==> config.mk <==
export PLATFORM = sky130hd
export DESIGN_NAME = cartridge_bank_mapper
export DESIGN_NICKNAME = d
export VERILOG_FILES = /design/src/hw/rtl/cbm_pkg.sv /design/src/hw/rtl/cartridge_bank_mapper.sv /design/src/hw/rtl/cbm_mod_unit.sv /design/src/hw/rtl/cbm_decode.sv
export SDC_FILE = /design/constraint.sdc
export NUM_CORES = 1
export LEC_CHECK = 0
export BUFFER_PORTS_ARGS = -buffer_cell sky130_fd_sc_hd__buf_2
export CORE_MARGIN = 5
export CORE_UTILIZATION = 40
export DETAILED_ROUTE_END_ITERATION = 10
export GPL_TIMING_DRIVEN = 0
export HOLD_SLACK_MARGIN = 0.05
export PLACE_DENSITY = 0.66
export SYNTH_ARGS = -nofsm -noshare
export SYNTH_HDL_FRONTEND = slang
export SYNTH_HIERARCHICAL = 1
export SYNTH_SLANG_ARGS = --single-unit
==> constraint.sdc <==
create_clock -name clk -period 2.7 [get_ports clk]
set_input_delay 0.405 -clock clk [delete_from_list [all_inputs] [get_ports clk]]
set_output_delay 0.405 -clock clk [all_outputs]
set_load 0.005 [all_outputs]
==> src/hw/rtl/cbm_pkg.sv <==
// cbm_pkg: shared types and constants for the cartridge bank mapper.
// No dependencies; used by cbm_decode, cbm_mod_unit and cartridge_bank_mapper.
`default_nettype none

package cbm_pkg;

    // Field widths of the access and result beats
    localparam int ADDR_W   = 16;
    localparam int DATA_W   = 8;
    localparam int PHYS_W   = 21;
    localparam int ROMB_W   = 7;
    localparam int RAMB_W   = 4;
    localparam int CNT_W    = 8;
    localparam int RAMCNT_W = 3;
    localparam int KIND_W   = 2;

    // Bank number fed to the remainder unit: 2-bit upper bank and 5-bit bank
    localparam int BANK_W   = 7;
    localparam int STEP_W   = $clog2(BANK_W);

    // Bank shifts: 16 KiB ROM banks, 8 KiB RAM banks
    localparam int ROM_SHIFT = 14;
    localparam int RAM_SHIFT = 13;

    // Configuration register indexes
    localparam logic [1:0] CFG_MAPPER_KIND = 2'd0;
    localparam logic [1:0] CFG_ROM_COUNT   = 2'd1;
    localparam logic [1:0] CFG_RAM_COUNT   = 2'd2;
    localparam logic [1:0] CFG_CART        = 2'd3;

    // Mapper kinds
    localparam logic [KIND_W-1:0] MAP_PLAIN   = 2'd0;
    localparam logic [KIND_W-1:0] MAP_MBC1    = 2'd1;
    localparam logic [KIND_W-1:0] MAP_MBC3    = 2'd2;
    localparam logic [KIND_W-1:0] MAP_UNKNOWN = 2'd3;

    // Access kinds
    localparam logic OP_READ  = 1'b0;
    localparam logic OP_WRITE = 1'b1;

    // Result targets
    localparam logic [1:0] TGT_SYS_RAM  = 2'd0;
    localparam logic [1:0] TGT_ROM      = 2'd1;
    localparam logic [1:0] TGT_CART_RAM = 2'd2;
    localparam logic [1:0] TGT_NONE     = 2'd3;

    // Control range select, address[14:13] below 0x8000
    localparam logic [1:0] CTL_ENABLE = 2'd0;
    localparam logic [1:0] CTL_ROMB   = 2'd1;
    localparam logic [1:0] CTL_RAMB   = 2'd2;
    localparam logic [1:0] CTL_MODE   = 2'd3;

    localparam logic [3:0]        RAM_ENABLE_KEY = 4'hA;
    localparam logic [DATA_W-1:0] FIXED_FF       = 8'hFF;
    localparam logic [DATA_W-1:0] FIXED_ZERO     = 8'h00;

    // Decoded access: base result, remainder request and register updates
    typedef struct packed {
        logic [1:0]        target;
        logic [PHYS_W-1:0] phys;
        logic              strobe;
        logic [DATA_W-1:0] fixed;
        logic              use_mod;
        logic              ram_side;
        logic [BANK_W-1:0] dividend;
        logic [CNT_W-1:0]  divisor;
        logic              set_enable;
        logic              enable_value;
        logic              set_rom;
        logic [ROMB_W-1:0] rom_value;
        logic              set_ram;
        logic [RAMB_W-1:0] ram_value;
        logic              set_mode;
        logic              mode_value;
    } decode_t;

    // Status of the shared remainder unit
    typedef struct packed {
        logic              busy;
        logic [BANK_W-1:0] remainder;
    } mod_status_t;

endpackage

`default_nettype wire

==> src/hw/rtl/cartridge_bank_mapper.sv <==
// cartridge_bank_mapper: top level of the cartridge memory bank controller.
// Depends on cbm_pkg, cbm_decode and cbm_mod_unit.
//
//   Channel  | Direction | Handshake          | Beat contents
//   ---------+-----------+--------------------+----------------------------------------
//   in       | to block  | in_valid/in_stall  | op, address, write_data
//   out      | from block| out_valid/out_stall| target, phys_address, store_strobe,
//            |           |                    | fixed_value, bank/flag state after access
//   cfg      | to block  | cfg_we             | cfg_index, cfg_data (no read-back)
//
// Each access holds in_stall from its accepted beat to the next accept: the
// shared remainder unit takes one bit of the 7-bit bank number per cycle,
// then the output register loads, once free, as the sequencer returns to idle.
// Reset clears the configuration to plain mode with no cartridge, ROM bank 1,
// RAM bank 0, RAM disabled and mode 0; no clearing pass is needed.
// A stalled result holds in the output register; the next access is taken
// while it waits, and its result holds until the output register frees up.
`default_nettype none

module cartridge_bank_mapper
#(
    parameter int MAX_ROM_BANKS = 128,
    parameter int MAX_RAM_BANKS = 4
)
(
    input  wire logic                          clk,
    input  wire logic                          rst_n,

    input  wire logic                          cfg_we,
    input  wire logic [1:0]                    cfg_index,
    input  wire logic [cbm_pkg::DATA_W-1:0]    cfg_data,

    input  wire logic                          in_valid,
    output      logic                          in_stall,
    input  wire logic                          op,
    input  wire logic [cbm_pkg::ADDR_W-1:0]    address,
    input  wire logic [cbm_pkg::DATA_W-1:0]    write_data,

    output      logic                          out_valid,
    input  wire logic                          out_stall,
    output      logic [1:0]                    target,
    output      logic [cbm_pkg::PHYS_W-1:0]    phys_address,
    output      logic                          store_strobe,
    output      logic [cbm_pkg::DATA_W-1:0]    fixed_value,
    output      logic [cbm_pkg::ROMB_W-1:0]    rom_bank_now,
    output      logic [cbm_pkg::RAMB_W-1:0]    ram_bank_now,
    output      logic                          ram_on,
    output      logic                          bank_mode
);

    typedef enum logic
    {
        S_IDLE,
        S_RUN
    } state_t;

    // Configuration registers
    logic [cbm_pkg::KIND_W-1:0]   mapper_kind_reg;
    logic [cbm_pkg::CNT_W-1:0]    rom_count_reg;
    logic [cbm_pkg::RAMCNT_W-1:0] ram_count_reg;
    logic                         cart_reg;

    // Mapper state
    logic [cbm_pkg::ROMB_W-1:0]   rom_bank_reg;
    logic [cbm_pkg::RAMB_W-1:0]   ram_bank_reg;
    logic                         ram_enable_reg;
    logic                         mode_reg;

    // Sequencer and held access
    state_t                       state_reg;
    cbm_pkg::decode_t             dec;
    cbm_pkg::decode_t             dec_reg;
    cbm_pkg::mod_status_t         mod_status;

    // Output register; the bank state is captured with the result so a
    // following control write cannot disturb a waiting beat
    logic                         out_valid_reg;
    logic [1:0]                   target_reg;
    logic [cbm_pkg::PHYS_W-1:0]   phys_reg;
    logic                         strobe_reg;
    logic [cbm_pkg::DATA_W-1:0]   fixed_reg;
    logic [cbm_pkg::ROMB_W-1:0]   rom_now_reg;
    logic [cbm_pkg::RAMB_W-1:0]   ram_now_reg;
    logic                         ram_on_reg;
    logic                         mode_now_reg;

    logic                         in_accept;
    logic                         out_free;
    logic                         load_out;
    logic [cbm_pkg::PHYS_W-1:0]   bank_base;
    logic [cbm_pkg::PHYS_W-1:0]   phys_next;

    assign in_stall  = (state_reg != S_IDLE);
    assign in_accept = in_valid && !in_stall;
    assign out_free  = !out_valid_reg || !out_stall;
    assign load_out  = (state_reg == S_RUN) && !mod_status.busy && out_free;

    cbm_decode
    #(
        .MAX_ROM_BANKS (MAX_ROM_BANKS),
        .MAX_RAM_BANKS (MAX_RAM_BANKS)
    )
    u_decode
    (
        .op             (op),
        .address        (address),
        .write_data     (write_data),
        .mapper_kind    (mapper_kind_reg),
        .rom_bank_count (rom_count_reg),
        .ram_bank_count (ram_count_reg),
        .cart_present   (cart_reg),
        .rom_page       (rom_bank_reg),
        .ram_page       (ram_bank_reg),
        .ram_enable     (ram_enable_reg),
        .mode           (mode_reg),
        .dec            (dec)
    );

    // Wrap the bank number by the bank count; runs for every access so the
    // latency does not depend on the access kind
    cbm_mod_unit u_mod
    (
        .clk      (clk),
        .rst_n    (rst_n),
        .start    (in_accept),
        .dividend (dec.dividend),
        .divisor  (dec.divisor),
        .status   (mod_status)
    );

    // Place the wrapped bank above the in-bank offset
    always_comb
    begin
        if (dec_reg.ram_side)
        begin
            bank_base = cbm_pkg::PHYS_W'(mod_status.remainder[1:0]) << cbm_pkg::RAM_SHIFT;
        end
        else
        begin
            bank_base = cbm_pkg::PHYS_W'(mod_status.remainder) << cbm_pkg::ROM_SHIFT;
        end
        phys_next = dec_reg.use_mod ? (dec_reg.phys | bank_base) : dec_reg.phys;
    end

    // Configuration writes must arrive only while idle; the block does not enforce it
    always_ff @(posedge clk or negedge rst_n)
    begin
        if (!rst_n)
        begin
            mapper_kind_reg <= cbm_pkg::MAP_PLAIN;
            rom_count_reg   <= cbm_pkg::CNT_W'(2);
            ram_count_reg   <= '0;
            cart_reg        <= 1'b0;
        end
        else if (cfg_we)
        begin
            unique case (cfg_index)
                cbm_pkg::CFG_MAPPER_KIND: mapper_kind_reg <= cfg_data[cbm_pkg::KIND_W-1:0];
                cbm_pkg::CFG_ROM_COUNT:   rom_count_reg   <= cfg_data;
                cbm_pkg::CFG_RAM_COUNT:   ram_count_reg   <= cfg_data[cbm_pkg::RAMCNT_W-1:0];
                cbm_pkg::CFG_CART:        cart_reg        <= cfg_data[0];
            endcase
        end
    end

    // Sequencer, mapper state and output register
    always_ff @(posedge clk or negedge rst_n)
    begin
        if (!rst_n)
        begin
            state_reg      <= S_IDLE;
            out_valid_reg  <= 1'b0;
            rom_bank_reg   <= cbm_pkg::ROMB_W'(1);
            ram_bank_reg   <= '0;
            ram_enable_reg <= 1'b0;
            mode_reg       <= 1'b0;
            target_reg     <= '0;
            phys_reg       <= '0;
            strobe_reg     <= 1'b0;
            fixed_reg      <= '0;
            rom_now_reg    <= '0;
            ram_now_reg    <= '0;
            ram_on_reg     <= 1'b0;
            mode_now_reg   <= 1'b0;
        end
        else
        begin
            // Fill the output register, or drop a beat the receiver took
            if (load_out)
            begin
                out_valid_reg <= 1'b1;
                target_reg    <= dec_reg.target;
                phys_reg      <= phys_next;
                strobe_reg    <= dec_reg.strobe;
                fixed_reg     <= dec_reg.fixed;
                rom_now_reg   <= rom_bank_reg;
                ram_now_reg   <= ram_bank_reg;
                ram_on_reg    <= ram_enable_reg;
                mode_now_reg  <= mode_reg;
            end
            else if (!out_stall)
            begin
                out_valid_reg <= 1'b0;
            end

            unique case (state_reg)
                S_IDLE:
                begin
                    if (in_accept)
                    begin
                        // Apply control writes now; the result reports the new state
                        if (dec.set_enable) ram_enable_reg <= dec.enable_value;
                        if (dec.set_rom)    rom_bank_reg   <= dec.rom_value;
                        if (dec.set_ram)    ram_bank_reg   <= dec.ram_value;
                        if (dec.set_mode)   mode_reg       <= dec.mode_value;
                        state_reg <= S_RUN;
                    end
                end
                S_RUN:
                begin
                    if (load_out)
                    begin
                        state_reg <= S_IDLE;
                    end
                end
            endcase
        end
    end

    // Held access
    always_ff @(posedge clk)
    begin
        if (in_accept)
        begin
            dec_reg <= dec;
        end
    end

    assign out_valid    = out_valid_reg;
    assign target       = target_reg;
    assign phys_address = phys_reg;
    assign store_strobe = strobe_reg;
    assign fixed_value  = fixed_reg;
    assign rom_bank_now = rom_now_reg;
    assign ram_bank_now = ram_now_reg;
    assign ram_on       = ram_on_reg;
    assign bank_mode    = mode_now_reg;

endmodule

`default_nettype wire

==> src/hw/rtl/cbm_mod_unit.sv <==
// cbm_mod_unit: shared restoring remainder unit, one quotient bit per cycle.
// Depends on cbm_pkg.
`default_nettype none

module cbm_mod_unit
(
    input  wire logic                         clk,
    input  wire logic                         rst_n,
    input  wire logic                         start,
    input  wire logic [cbm_pkg::BANK_W-1:0]   dividend,
    input  wire logic [cbm_pkg::CNT_W-1:0]    divisor,
    output cbm_pkg::mod_status_t              status
);

    logic                        busy_reg;
    logic [cbm_pkg::STEP_W-1:0]  step_reg;
    logic [cbm_pkg::BANK_W-1:0]  shift_reg;
    logic [cbm_pkg::BANK_W-1:0]  rem_reg;
    logic [cbm_pkg::CNT_W-1:0]   div_reg;

    logic [cbm_pkg::BANK_W:0]    trial;
    logic [cbm_pkg::BANK_W-1:0]  rem_next;

    // Shift in the next dividend bit and subtract when it fits
    always_comb
    begin
        trial = {rem_reg, shift_reg[cbm_pkg::BANK_W-1]};
        if (trial >= div_reg)
        begin
            rem_next = cbm_pkg::BANK_W'(trial - div_reg);
        end
        else
        begin
            rem_next = trial[cbm_pkg::BANK_W-1:0];
        end
    end

    always_ff @(posedge clk or negedge rst_n)
    begin
        if (!rst_n)
        begin
            busy_reg <= 1'b0;
            step_reg <= '0;
        end
        else if (start)
        begin
            busy_reg <= 1'b1;
            step_reg <= cbm_pkg::STEP_W'(cbm_pkg::BANK_W - 1);
        end
        else if (busy_reg)
        begin
            if (step_reg == '0)
            begin
                busy_reg <= 1'b0;
            end
            else
            begin
                step_reg <= step_reg - 1'b1;
            end
        end
    end

    always_ff @(posedge clk)
    begin
        if (start)
        begin
            shift_reg <= dividend;
            rem_reg   <= '0;
            div_reg   <= divisor;
        end
        else if (busy_reg)
        begin
            shift_reg <= {shift_reg[cbm_pkg::BANK_W-2:0], 1'b0};
            rem_reg   <= rem_next;
        end
    end

    assign status.busy      = busy_reg;
    assign status.remainder = rem_reg;

endmodule

`default_nettype wire

==> src/hw/rtl/cbm_decode.sv <==
// cbm_decode: classifies one bus access by mapper kind and address range.
// Depends on cbm_pkg; bank wrapping is left to cbm_mod_unit.
`default_nettype none

module cbm_decode
#(
    parameter int MAX_ROM_BANKS = 128,
    parameter int MAX_RAM_BANKS = 4
)
(
    input  wire logic                            op,
    input  wire logic [cbm_pkg::ADDR_W-1:0]      address,
    input  wire logic [cbm_pkg::DATA_W-1:0]      write_data,
    input  wire logic [cbm_pkg::KIND_W-1:0]      mapper_kind,
    input  wire logic [cbm_pkg::CNT_W-1:0]       rom_bank_count,
    input  wire logic [cbm_pkg::RAMCNT_W-1:0]    ram_bank_count,
    input  wire logic                            cart_present,
    input  wire logic [cbm_pkg::ROMB_W-1:0]      rom_page,
    input  wire logic [cbm_pkg::RAMB_W-1:0]      ram_page,
    input  wire logic                            ram_enable,
    input  wire logic                            mode,
    output cbm_pkg::decode_t                     dec
);

    logic [cbm_pkg::CNT_W-1:0]    rom_eff;
    logic [cbm_pkg::RAMCNT_W-1:0] ram_eff;
    logic                         wr;
    logic                         ctl_range;
    logic                         low_rom;
    logic                         high_rom;
    logic                         cart_ram;
    logic [1:0]                   upper;
    logic [1:0]                   ctl_sel;
    logic [cbm_pkg::PHYS_W-1:0]   bus_phys;

    always_comb
    begin
        // Clamp bank counts; zero ROM banks acts as one
        if (rom_bank_count == '0)
        begin
            rom_eff = cbm_pkg::CNT_W'(1);
        end
        else if (rom_bank_count > cbm_pkg::CNT_W'(MAX_ROM_BANKS))
        begin
            rom_eff = cbm_pkg::CNT_W'(MAX_ROM_BANKS);
        end
        else
        begin
            rom_eff = rom_bank_count;
        end

        if (ram_bank_count > cbm_pkg::RAMCNT_W'(MAX_RAM_BANKS))
        begin
            ram_eff = cbm_pkg::RAMCNT_W'(MAX_RAM_BANKS);
        end
        else
        begin
            ram_eff = ram_bank_count;
        end

        wr        = (op == cbm_pkg::OP_WRITE);
        ctl_range = !address[15];
        low_rom   = (address[15:14] == 2'b00);
        high_rom  = (address[15:14] == 2'b01);
        cart_ram  = (address[15:13] == 3'b101);
        upper     = ram_page[1:0];
        ctl_sel   = address[14:13];
        bus_phys  = cbm_pkg::PHYS_W'(address);

        dec              = '0;
        dec.target       = cbm_pkg::TGT_NONE;
        dec.divisor      = cbm_pkg::CNT_W'(1);
        dec.enable_value = (write_data[3:0] == cbm_pkg::RAM_ENABLE_KEY);
        dec.mode_value   = write_data[0];

        if (!cart_present)
        begin
            dec.target = cbm_pkg::TGT_SYS_RAM;
            dec.phys   = bus_phys;
            dec.strobe = wr;
        end
        else
        begin
            unique case (mapper_kind)
                cbm_pkg::MAP_PLAIN:
                begin
                    // Writes into the ROM window are dropped
                    if (!wr || !ctl_range)
                    begin
                        dec.target = cbm_pkg::TGT_SYS_RAM;
                        dec.phys   = bus_phys;
                        dec.strobe = wr;
                    end
                end
                cbm_pkg::MAP_MBC1:
                begin
                    if (wr && ctl_range)
                    begin
                        unique case (ctl_sel)
                            cbm_pkg::CTL_ENABLE: dec.set_enable = 1'b1;
                            cbm_pkg::CTL_ROMB:
                            begin
                                dec.set_rom   = 1'b1;
                                dec.rom_value = (write_data[4:0] == 5'd0) ?
                                                cbm_pkg::ROMB_W'(1) :
                                                cbm_pkg::ROMB_W'(write_data[4:0]);
                            end
                            cbm_pkg::CTL_RAMB:
                            begin
                                dec.set_ram   = 1'b1;
                                dec.ram_value = cbm_pkg::RAMB_W'(write_data[1:0]);
                            end
                            cbm_pkg::CTL_MODE:   dec.set_mode = 1'b1;
                        endcase
                    end
                    else if (low_rom)
                    begin
                        dec.target   = cbm_pkg::TGT_ROM;
                        dec.phys     = bus_phys;
                        dec.use_mod  = 1'b1;
                        dec.dividend = mode ? {upper, 5'd0} : '0;
                        dec.divisor  = rom_eff;
                    end
                    else if (high_rom)
                    begin
                        dec.target   = cbm_pkg::TGT_ROM;
                        dec.phys     = cbm_pkg::PHYS_W'(address[13:0]);
                        dec.use_mod  = 1'b1;
                        dec.dividend = {upper, rom_page[4:0]};
                        dec.divisor  = rom_eff;
                    end
                    else if (cart_ram)
                    begin
                        if (ram_enable && (ram_eff != '0))
                        begin
                            dec.target   = cbm_pkg::TGT_CART_RAM;
                            dec.phys     = cbm_pkg::PHYS_W'(address[12:0]);
                            dec.strobe   = wr;
                            dec.use_mod  = 1'b1;
                            dec.ram_side = 1'b1;
                            dec.dividend = mode ? cbm_pkg::BANK_W'(upper) : '0;
                            dec.divisor  = cbm_pkg::CNT_W'(ram_eff);
                        end
                        else if (!wr)
                        begin
                            dec.fixed = cbm_pkg::FIXED_FF;
                        end
                    end
                    else
                    begin
                        dec.target = cbm_pkg::TGT_SYS_RAM;
                        dec.phys   = bus_phys;
                        dec.strobe = wr;
                    end
                end
                cbm_pkg::MAP_MBC3:
                begin
                    if (wr && ctl_range)
                    begin
                        // Clock latch range has no effect
                        unique case (ctl_sel)
                            cbm_pkg::CTL_ENABLE: dec.set_enable = 1'b1;
                            cbm_pkg::CTL_ROMB:
                            begin
                                dec.set_rom   = 1'b1;
                                dec.rom_value = (write_data[6:0] == 7'd0) ?
                                                cbm_pkg::ROMB_W'(1) : write_data[6:0];
                            end
                            cbm_pkg::CTL_RAMB:
                            begin
                                dec.set_ram   = 1'b1;
                                dec.ram_value = write_data[3:0];
                            end
                            cbm_pkg::CTL_MODE: ;
                        endcase
                    end
                    else if (low_rom)
                    begin
                        dec.target = cbm_pkg::TGT_ROM;
                        dec.phys   = bus_phys;
                    end
                    else if (high_rom)
                    begin
                        dec.target = cbm_pkg::TGT_ROM;
                        dec.phys   = {rom_page, address[13:0]};
                    end
                    else if (cart_ram)
                    begin
                        if (ram_enable && (ram_page[3:2] == 2'b00) &&
                            (cbm_pkg::RAMCNT_W'(ram_page[1:0]) < ram_eff))
                        begin
                            dec.target = cbm_pkg::TGT_CART_RAM;
                            dec.phys   = cbm_pkg::PHYS_W'({ram_page[1:0], address[12:0]});
                            dec.strobe = wr;
                        end
                    end
                    else
                    begin
                        dec.target = cbm_pkg::TGT_SYS_RAM;
                        dec.phys   = bus_phys;
                        dec.strobe = wr;
                    end
                end
                cbm_pkg::MAP_UNKNOWN:
                begin
                    if (!wr)
                    begin
                        dec.fixed = cbm_pkg::FIXED_FF;
                    end
                end
            endcase
        end
    end

endmodule

`default_nettype wire

==> Yosys cells after proc, flatten, opt, wreduce, memory -nomap -nowiden <==
Cells that the tools add are included.
{ "op_classes": {"n_mux": 66, "reduce_logical": 38, "n_addsub": 2, "div_mod_pow": 0, "n_eq_ne": 14, "shift": 0, "bitwise": 5, "mul": 0, "magnitude_cmp": 4} }
{ "ops": {"columns": ["operator", "count"], "rows": [
  ["$mux 23", 6],
  ["$mux 24", 4],
  ["$pmux 24 s3", 1],
  ["$mux 49", 1],
  ["$mux 8", 6],
  ["$mux 15", 3],
  ["$mux 21", 2],
  ["$mux 7", 5],
  ["$mux 17", 2],
  ["$mux 14", 2],
  ["$pmux 13 s2", 1],
  ["$mux 25", 1],
  ["$or 21x21->21", 1],
  ["$mux 1", 18],
  ["$mux 9", 2],
  ["$mux 16", 1],
  ["$pmux 8 s2", 1],
  ["$mux 5", 3],
  ["$mux 13", 1],
  ["$eq 2x2->1 const B", 6],
  ["$mux 3", 4],
  ["$reduce_and 3->1", 4],
  ["$logic_not 2->1", 5],
  ["$reduce_and 2->1", 5],
  ["26 further kinds", 44]
]} }
{ "totals": {"reg_bits": 134, "wordCells": 159, "mem_count": 0, "latch_bits": 0, "output_inout_bits": 47, "ram_bits": 0, "mem_bits_ro": 0} }

==> Logic depth before layout (Yosys ltp) <==
Gate-level depths: netlist of run 1.
{ "logic_depth": {"ltp_word": 12, "ltp_mapped": 10, "ltp_nobuf": 9} }

==> Cells and area by module <==
Netlist of run 1, hierarchy kept.
{ "modules_own_cells": {"columns": ["mod", "instances", "cells_each", "seq_area_each_um2", "area_per_inst_um2"], "rows": [
  ["cartridge_bank_mapper", 1, 218, 2875.3, 3938.8],
  ["cbm_mod_unit", 1, 128, 690.7, 1436.4],
  ["cbm_decode", 1, 173, 0.0, 1014.7]
]} }

==> Worst setup path before layout of run 1 <==
Ideal clock, no wire load.
{ "synth_path": {"path_type": "reg2reg", "start": "register u_mod/shift_reg[6] in the netlist's numbering", "end": "register u_mod/rem_reg[6] in the netlist's numbering", "synth_period_minus_slack_ps": 2208, "t_arrival_ps": 2120, "path_stages_with_launch": 10, "path_slack_ps": 492, "path_cell_list": "edfxtp_1 > inv_1 > ha_1 > inv_1 > fa_1 > a211oi_2 > nor2_1 > a2111o_1 > a31o_2 > a311oi_2"} }
{ "synth_between": {"elab_chain_len": 2, "elab_cells_between_ends": 3, "classes_between": "add/sub: 1; order compare: 1; mux: 1"} }
{ "synth_lines": {"columns": ["item", "line_no", "rtl"], "rows": [
  ["start: declaration", "cbm_mod_unit.sv:17", "logic [cbm_pkg::BANK_W-1:0] shift_reg;"],
  ["start signal: assignment", "cbm_mod_unit.sv:67", "shift_reg <= dividend;"],
  ["start signal: assignment", "cbm_mod_unit.sv:73", "shift_reg <= {shift_reg[cbm_pkg::BANK_W-2:0], 1'b0};"],
  ["$sub 7x7->7 or $ge 8x8->1 (tied branches)", "cbm_mod_unit.sv:30, cbm_mod_unit.sv:28", null],
  ["$mux 7 *", "cbm_mod_unit.sv:28", "if (trial >= div_reg)"],
  ["end signal: assignment", "cbm_mod_unit.sv:74", "rem_reg <= rem_next;"],
  ["end: declaration", "cbm_mod_unit.sv:18", "logic [cbm_pkg::BANK_W-1:0] rem_reg;"]
]} }
Mark *: on every way between the ends. The rest lies on a longest branch, timed or not.
A chain may end at the register's enable or synchronous reset.

==> Final worst setup path of run 1 <==
Same ends and word-level chain as after synthesis.

==> results.cfg, run 1 <==
[outcome]
outcome = finished clean

[worst_setup_path]
path_cells = inv_1, ha_1, inv_1, fa_1, a211oi_2, nor2_1, a2111o_1, a31o_2, a311oi_2
path_buf_inv = 2
worstSetupPathDepth = 9
reg2regPathDepth = 9
path_common_cell = inv_1
critPathMaxStageDelay_ps = 440
critPathSlowestCell = a2111o_1
cp_max_fo = 3
crit_type = reg2reg
worstSetupStartpointType = flip-flop
crit_family = compound AO/OA/AOI/OAI gates
worstPathRequired_ps = 3020
end_kind = flip-flop
cp.arrival_ps = 2780

[global_route]
grt_max_degree = 59
antenna_found_initial = 0
grt_pass1_wl_mm = 22.6
grt_pass1_vias = 4507
grtUsageTotal_pct = 15.7
overflow = 0

[power]
leakage_nw = 3.53
peakVddDrop_v = 0.000565
p_seq_share_pct = 40.0
switching_share_pct = 31.4
clock_power_share_pct = 28.6
power_density_mw_per_mm2 = 980
switching_power_mw = 2.37
p_comb_share_pct = 31.4
p_int_mw = 5.17

[die]
core_mm2 = 0.0158
ioPinCount = 87
num_rows = 46
die_y_um = 136
dieArea_mm2 = 0.0186
initial_core_util_pct = 40.5
fp.dieW_um = 136

[job]
maxCapViolations = 0

[synth]
netlist_instances = 519
ys_warn_count = 6
synth_edf_count = 49
synth_nets = 575
synth.distinct_cells = 68
async_flop_share_pct = 58.2
yosys-top-cells-count = dfrtp_1, mux2_2, edfxtp_1, nor2_1, nand2_1
synth_area_leaders = dfrtp_1, edfxtp_1, mux2_2, ha_1, nor2_1
synth_top_area_share_pct = 29.8
ys_seq_area_share_pct = 55.8
synth_area_mm2 = 0.00639
synth_most_common_cell = dfrtp_1
synth_area_per_cell_um2 = 12.3
ys_ff_latch = 134
synth_flop_cell = dfrtp_1
synth_top_cell_by_area = dfrtp_1

[layout]
largest_register_ffs = 34
drive_gt1_share_pct = 35.1
nNetsFinal = 681
syn_to_final_growth_pct = 20.4
antenna_cells = 0
fillCellCount = 1472

[timing]
fin_crit_sh_pct = 90.9
fin_hold_ws_ps = 220
grt_setup_unrepaired = no
finalMaxSlewViolations = 0
worst_pin_slew_ps = 779
finalHoldViolCount = 0
layout_min_cycle_time_ps = 2450
fin_tns_setup_ps = 0
maxSlewHeadroom_pct = 47.6
setup_slack_ps = 247
skew_ps = 7.88
fmax_mhz = 408
setup_viol = 0

[clocking]
path_clk_slew_ps = 60
clk_latency_ps = 410
post_cts_buffers = 0
cts_max_level = 4
cts.path.max_buffers = 2
numCtsBuffers = 17
cts.root.buffer_cell = clkbuf_16
cts.sinks = 134
cts_tree = yes

[detailed_routing]
drtPass1Iterations = 4
via_per_inst = 5.03
drt-total-wl_mm = 13.9
drt-initial-drc-count = 220
avgRoutedWirePerCell_um = 16.3
drc_errors = 0
dr_total_vias = 4293
detail-route-antenna-nets = 0

[placed_design]
portBuffers = 85
hpwl_mm = 10.5
gp_congestion = 0.844
dp_slack_ps = 12.7

[min_path]
hp-class = in2reg
hold_depth = 2
final timing paths:
kind / startpoint / to / slack [ps]
setup / recovery: u_mod/shift_reg[6]$_DFFE_PP_ / u_mod/rem_reg[6]$_SDFFE_PP0P_ / 250
hold / removal: cfg_data[5] / rom_count_reg[5]$_DFFE_PN0P_ / 220
setup reg to reg: u_mod/shift_reg[6]$_DFFE_PP_ / u_mod/rem_reg[6]$_SDFFE_PP0P_ / 250
hold reg to reg: dec_reg[50]$_DFFE_PP_ / phys_address[7]$_DFFE_PN0P_ / 480
max in group asynchronous: rst_n / rom_count_reg[1]$_DFFE_PN1P_ / 1640
min in group asynchronous: rst_n / phys_address[7]$_DFFE_PN0P_ / 420
placed cells by master (no fill, tap or decap), types with 5 or more instances in the layout:
cell type,synthesis,final
a31oi_1,5,5
and3_1,11,11
and2_1,19,19
dfrtp_1,76,76
nand2_1,30,30
a21oi_1,17,17
nor2_1,39,39
buf_2,4,87
nor2b_1,9,9
buf_6,8,8
inv_1,29,29
edfxtp_1,49,49
ha_1,15,15
nand3b_1,6,6
dfxtp_1,7,7
nor3_1,7,7
nand2b_1,9,9
clkbuf_1,8,8
nor4_1,5,5
mux2i_1,11,11
buf_4,9,10
o21ai_0,7,7
clkbuf_16,0,17
mux2_4,7,7
mux2_2,65,65
per-layer routing:
metal / global-route usage (%) / up-vias / share of wire [%]
li1: - / 2057 / -
met3: 3.55 / 13 / 3.8
met2: 25.9 / 87 / 50
met5: 0 / - / 0
met1: 20.4 / 2136 / 45
met4: 5.49 / 0 / 1.2
power groups by stage:
stage / clock network (mW) / logic (mW) / registers, mW
after floorplan: 0 / 1.64 / 3.01
after global placement: 0 / 2.28 / 3.04
after detailed placement: 0 / 2.37 / 3.07
after CTS: 2.20 / 2.39 / 3.03
after global routing: 2.30 / 2.62 / 3.09
final: 2.15 / 2.37 / 3.02
cells by family after synthesis:
logic type      synth area share, %
compound gates                 7.42
mux                            14.8
xor+xnor                      0.548
simple gates                   13.1
fa+ha+maj                      3.25
flops                          55.8
buf+inv                        5.01
metrics by stage:
step                      util [%]  cells  cell area, um^2  total power, mW
after floorplan                  -    519             6390             4.65
final                         48.8    854             7700             7.54
after global placement        44.9    820             7090             5.32
after CTS                     48.8    854             7690             7.62
after global routing          48.8    854             7700             8.01
after detailed placement      45.1    821             7120             5.44
repair_timing:
item	in CTS	in global routing
hold endpoints to repair	20	0
hold buffers	1	0
resized for setup	0	1
setup endpoints to repair	0	13
area by class of cell:
class	count	area, um^2	share of cell area [%]
sequential	134	3570	46.3
multi-input combinational	326	2500	32.5
clock buffer	21	480	6.24
timing repair buffer	87	465	6.05
tap	216	270	3.51
buffer	30	214	2.78
inverter	29	109	1.41
clock inverter	11	87.6	1.14
(Power assumes the default switching activity.)
==> run 2: changes to the inputs <==
--- a/config.mk
+++ b/config.mk
@@ -8,9 +8,10 @@
 export BUFFER_PORTS_ARGS = -buffer_cell sky130_fd_sc_hd__buf_2
 export CORE_MARGIN = 5
 export CORE_UTILIZATION = 40
+export CTS_BUF_LIST = sky130_fd_sc_hd__clkbuf_8
 export DETAILED_ROUTE_END_ITERATION = 10
 export GPL_TIMING_DRIVEN = 0
-export HOLD_SLACK_MARGIN = 0.05
+export HOLD_SLACK_MARGIN = 0.06
 export PLACE_DENSITY = 0.66
 export SYNTH_ARGS = -nofsm -noshare
 export SYNTH_HDL_FRONTEND = slang
==> run 2 against run 1 <==
  * Critical path depth unchanged
  * Combinational power about the same
  * Count of clock-buffer cells in the layout unchanged
  * Worst hold slack worse by 28 ps
  * Maximum frequency up 0.29%
  * Die area unchanged
  * Core utilization down 1.2 points
  * First-iteration DRC count up 3.6%
==> results.cfg, run 2 (synthesized netlist as in run 1, its figures left out) <==
[outcome]
outcome = finished clean

[timing]
skew_ps = 15.7
layout_min_cycle_time_ps = 2450
fin_crit_sh_pct = 90.6
finalHoldViolCount = 0
setup_slack_ps = 254
worst_pin_slew_ps = 778
maxSlewHeadroom_pct = 47.7
finalMaxSlewViolations = 0
fin_tns_setup_ps = 0
fmax_mhz = 409
grt_setup_unrepaired = no
setup_viol = 0

[placed_design]
portBuffers = 85
hpwl_mm = 10.5
dp_slack_ps = 12.7
gp_congestion = 0.844

[worst_setup_path]
r2r_slack_ps = 250
worstSetupStartpointType = flip-flop
end_kind = flip-flop
reg2reg_from = u_mod/shift_reg[6]$_DFFE_PP_
r2r_end = u_mod/rem_reg[6]$_SDFFE_PP0P_
crit_type = reg2reg
worstPathRequired_ps = 3050
cp.arrival_ps = 2800
reg2regPathDepth = 9
cp_max_fo = 3

[detailed_routing]
via_per_inst = 5.00
drtPass1Iterations = 4
drt-total-wl_mm = 13.9
dr_total_vias = 4270
route.met2.wl_mm = 6.92
drc_errors = 0
drt-met1-wl_mm = 6.29
top_layer_used = met4
avgRoutedWirePerCell_um = 16.3
drt-initial-drc-count = 228
detail-route-antenna-nets = 0
wl_met3_um = 559

[layout]
multi_input_area_mm2 = 0.00250
fillCellCount = 1499
mostFrequentLayoutCells = buf_2, dfrtp_1, mux2_2, edfxtp_1, nor2_1
largest_register_ffs = 34
nNetsFinal = 681
syn_to_final_growth_pct = 17.4
drive_gt1_share_pct = 35.1
final_common_cell = buf_2
antenna_cells = 0
seqCellArea_mm2 = 0.00357

[clocking]
clk_latency_ps = 450
cts_tree = yes
cts.path.max_buffers = 2
cts.sinks = 134
cts.root.buffer_cell = clkbuf_8
path_clk_slew_ps = 80
numCtsBuffers = 17
cts_max_level = 4

[global_route]
grt_pass1_vias = 4493
grt_max_degree = 59
antenna_found_initial = 0
grtUsageTotal_pct = 15.8
grt_pass1_wl_mm = 22.7
overflow = 0

[min_path]
hold_depth = 2
hold_end = rom_count_reg[5]$_DFFE_PN0P_
hp-class = in2reg
holdCritStartpoint = cfg_data[5]

[die]
core_mm2 = 0.0158
num_rows = 46
ioPinCount = 87
initial_core_util_pct = 40.5
fp.dieW_um = 136
dieArea_mm2 = 0.0186
die_y_um = 136

[power]
leakage_nw = 3.45
power_mw = 6.93
power_density_mw_per_mm2 = 923
peakVddDrop_v = 0.000493

[job]
maxCapViolations = 0
## run 2: worst max-delay path by stage
stage / cells past startpoint / slack (ps) / endpoint / startpoint
after floorplan: 9 / 490 / u_mod/rem_reg[6]$_SDFFE_PP0P_ / u_mod/shift_reg[6]$_DFFE_PP_
after global placement: 5 / 50 / u_mod/shift_reg[4]$_DFFE_PP_ / in_valid
after detailed placement: 5 / 10 / u_mod/shift_reg[4]$_DFFE_PP_ / in_valid
after CTS: 4 / 80 / u_mod/shift_reg[4]$_DFFE_PP_ / in_stall$_DFF_PN0_
after global routing: 10 / 140 / u_mod/rem_reg[4]$_SDFFE_PP0P_ / u_mod/shift_reg[6]$_DFFE_PP_
final: 9 / 250 / u_mod/rem_reg[6]$_SDFFE_PP0P_ / u_mod/shift_reg[6]$_DFFE_PP_
## run 2: per-stage QoR
| step | utilization, % | std cells | cell area [um^2] | hold slack [ps] |
|---|---|---|---|---|
| floorplan | - | 519 | 6390 | 109 |
| global placement | 44.9 | 820 | 7090 | 459 |
| detailed placement | 45.1 | 821 | 7120 | 310 |
| CTS | 47.6 | 854 | 7500 | 159 |
| global route | 47.6 | 854 | 7500 | 155 |
| finish | 47.6 | 854 | 7500 | 192 |
## run 2: layout make-up
class	instances	area share, %
tap	216	3.60
inverter	29	1.45
clock inverter	11	1.17
multi-input combinational	326	33.4
buffer	30	2.85
sequential	134	47.5
timing repair buffer	87	6.20
clock buffer	21	3.85
## run 2: report_power, final
| part | switching [mW] | leakage (nW) | total (mW) | internal (mW) |
|---|---|---|---|---|
| registers | 0.305 | 1.50 | 3.02 | 2.71 |
| logic | 1.19 | 1.77 | 2.37 | 1.17 |
| clock network | 0.800 | 0.182 | 1.54 | 0.744 |
## run 2: repair_timing
action | 4_1_cts | 5_1_grt
hold buffers | 1 | 0
endpoints found under the setup margin | 0 | 13
hold endpoints to repair | 20 | 0
gates resized for setup | 0 | 1
setup buffers | 0 | 0
## run 2: critical path, cell delays in order (launching register included)
cell	delay, ps
edfxtp_1	390
inv_1	70
ha_1	150
inv_1	50
fa_1	410
a211oi_2	250
nor2_1	140
a2111o_1	440
a31o_2	220
a311oi_2	230
## run 2: routing by layer
metal	vias up	GRT usage (%)
met5	-	0
met4	0	5.15
met3	16	4.11
met2	95	25.8
met1	2104	20.5
li1	2055	-
==> run 3: changes to the inputs <==
--- a/config.mk
+++ b/config.mk
@@ -6,6 +6,7 @@
 export NUM_CORES = 1
 export LEC_CHECK = 0
 export BUFFER_PORTS_ARGS = -buffer_cell sky130_fd_sc_hd__buf_2
+export CORE_ASPECT_RATIO = 0.75
 export CORE_MARGIN = 5
 export CORE_UTILIZATION = 40
 export CTS_BUF_LIST = sky130_fd_sc_hd__clkbuf_8
==> run 3 against run 2 <==
  * Worst hold slack improved by 21 ps
  * Sequential share of layout area shrank 0.10 points
  * Clock skew rose by 3.9 ps
  * Combinational power hardly changed
==> results.cfg, run 3 (synthesized netlist as in run 1, its figures left out) <==
[layout]
nNetsFinal = 681
final_common_cell = buf_2
antenna_cells = 0
drive_gt1_share_pct = 35.0
syn_to_final_growth_pct = 17.7
seqCellArea_mm2 = 0.00357
largest_register_ffs = 34
multi_input_area_mm2 = 0.00250
design_area_mm2 = 0.00752
mostFrequentLayoutCells = buf_2, dfrtp_1, mux2_2, edfxtp_1, nor2_1
fillCellCount = 1438

[power]
switching_share_pct = 33.0
p_comb_share_pct = 33.3
switching_power_mw = 2.32
peakVddDrop_v = 0.000305
clock_power_share_pct = 23.8
leakage_nw = 3.47
p_int_mw = 4.72
p_seq_share_pct = 42.9
power_density_mw_per_mm2 = 937

[min_path]
holdCritStartpoint = in_valid
hp-class = in2reg

[clocking]
numCtsBuffers = 17
cts_max_level = 4
clk_latency_ps = 440
cts.root.buffer_cell = clkbuf_8
path_clk_slew_ps = 80
post_cts_buffers = 0
cts.path.max_buffers = 2
cts_tree = yes
cts.sinks = 134

[placed_design]
portBuffers = 85
hpwl_mm = 10.5
placed_cell_area_mm2 = 0.00711
dp_slack_ps = 41.3
gp_congestion = 0.878

[worst_setup_path]
cp.arrival_ps = 2720
cp_max_fo = 3
critPathMaxStageDelay_ps = 430
r2r_slack_ps = 330
reg2reg_from = u_mod/shift_reg[6]$_DFFE_PP_
end_kind = flip-flop
worstSetupStartpointType = flip-flop
worstPathRequired_ps = 3050
crit_family = compound AO/OA/AOI/OAI gates
path_buf_inv = 2
path_common_cell = inv_1
crit_type = reg2reg
path_cells = inv_1, ha_1, inv_1, fa_1, a211oi_2, nor2_1, a2111o_1, a31o_2, a311oi_2
critPathLaunch = u_mod/shift_reg[6]$_DFFE_PP_
critPathSlowestCell = a2111o_1

[detailed_routing]
avgRoutedWirePerCell_um = 16.6
drc_errors = 0
detail-route-antenna-nets = 0
dr_total_vias = 4329
via_per_inst = 5.10
drt-initial-drc-count = 267
drtPass1Iterations = 5
drt-total-wl_mm = 14.1

[die]
num_rows = 40
dieArea_mm2 = 0.0186
die_y_um = 119
fp.dieW_um = 156
ioPinCount = 87
initial_core_util_pct = 40.3
core_mm2 = 0.0159

[global_route]
grtUsageTotal_pct = 15.4
antenna_found_initial = 0
overflow = 0
grt_pass1_wl_mm = 22.7
grt_pass1_vias = 4366
grt_max_degree = 56

[timing]
grt_setup_unrepaired = no
maxSlewHeadroom_pct = 44.0
fmax_mhz = 423
setup_viol = 0
layout_min_cycle_time_ps = 2370
skew_ps = 19.6
finalMaxSlewViolations = 0
worst_pin_slew_ps = 833
fin_hold_ws_ps = 214
setup_slack_ps = 334
fin_tns_setup_ps = 0
finalHoldViolCount = 0
fin_crit_sh_pct = 87.6

[outcome]
outcome = finished clean

[job]
maxCapViolations = 0
[run 3: through the flow]
| step | total power, mW | cells | utilization [%] |
|---|---|---|---|
| floorplan | 4.65 | 519 | - |
| global placement | 5.32 | 814 | 44.6 |
| detailed placement | 5.43 | 815 | 44.8 |
| CTS | 7.13 | 848 | 47.4 |
| global route | 7.51 | 848 | 47.4 |
| finish | 7.04 | 848 | 47.4 |
[run 3: what timing repair did]
item                                   CTS  global route
gates resized for setup                  0             1
hold buffers                             1             0
setup endpoints to repair                0            13
endpoints found under the hold margin   23             0
[run 3: layout make-up]
type / instances / share of cell area [%]
plain buffers: 30 / 2.84
clock buffers: 17 / 3.11
clock inverters: 15 / 2.21
inverters: 29 / 1.45
multi-input cells: 326 / 33.3
flip-flops and latches: 134 / 47.4
well taps: 210 / 3.49
repair buffers: 87 / 6.19
[run 3: per-layer routing]
metal,up-vias,part of all wire [%],global-route usage (%)
met4,0,1.3,4.98
li1,2069,-,-
met2,114,44,22.5
met5,-,0,0
met3,19,5.1,3.23
met1,2127,49,22.7
[run 3: path summary, 6_finish.rpt]
| path | endpoint | depth (start not counted) |
|---|---|---|
| setup / recovery | u_mod/rem_reg[6]$_SDFFE_PP0P_ | 9 |
| hold / removal | in_stall$_DFF_PN0_ | 2 |
| setup reg to reg | u_mod/rem_reg[6]$_SDFFE_PP0P_ | 9 |
| hold reg to reg | fixed_value[2]$_DFFE_PN0P_ | 1 |
| max in group asynchronous | rom_count_reg[1]$_DFFE_PN1P_ | 3 |
| min in group asynchronous | phys_address[10]$_DFFE_PN0P_ | 2 |
[run 3: power groups by stage]
stage	Clock [mW]	Sequential [mW]	Combinational, mW
2_1_floorplan	0	3.01	1.64
3_3_place_gp	0	3.04	2.27
3_5_place_dp	0	3.08	2.35
4_1_cts	1.73	3.04	2.36
5_1_grt	1.82	3.09	2.59
6_report	1.68	3.02	2.34
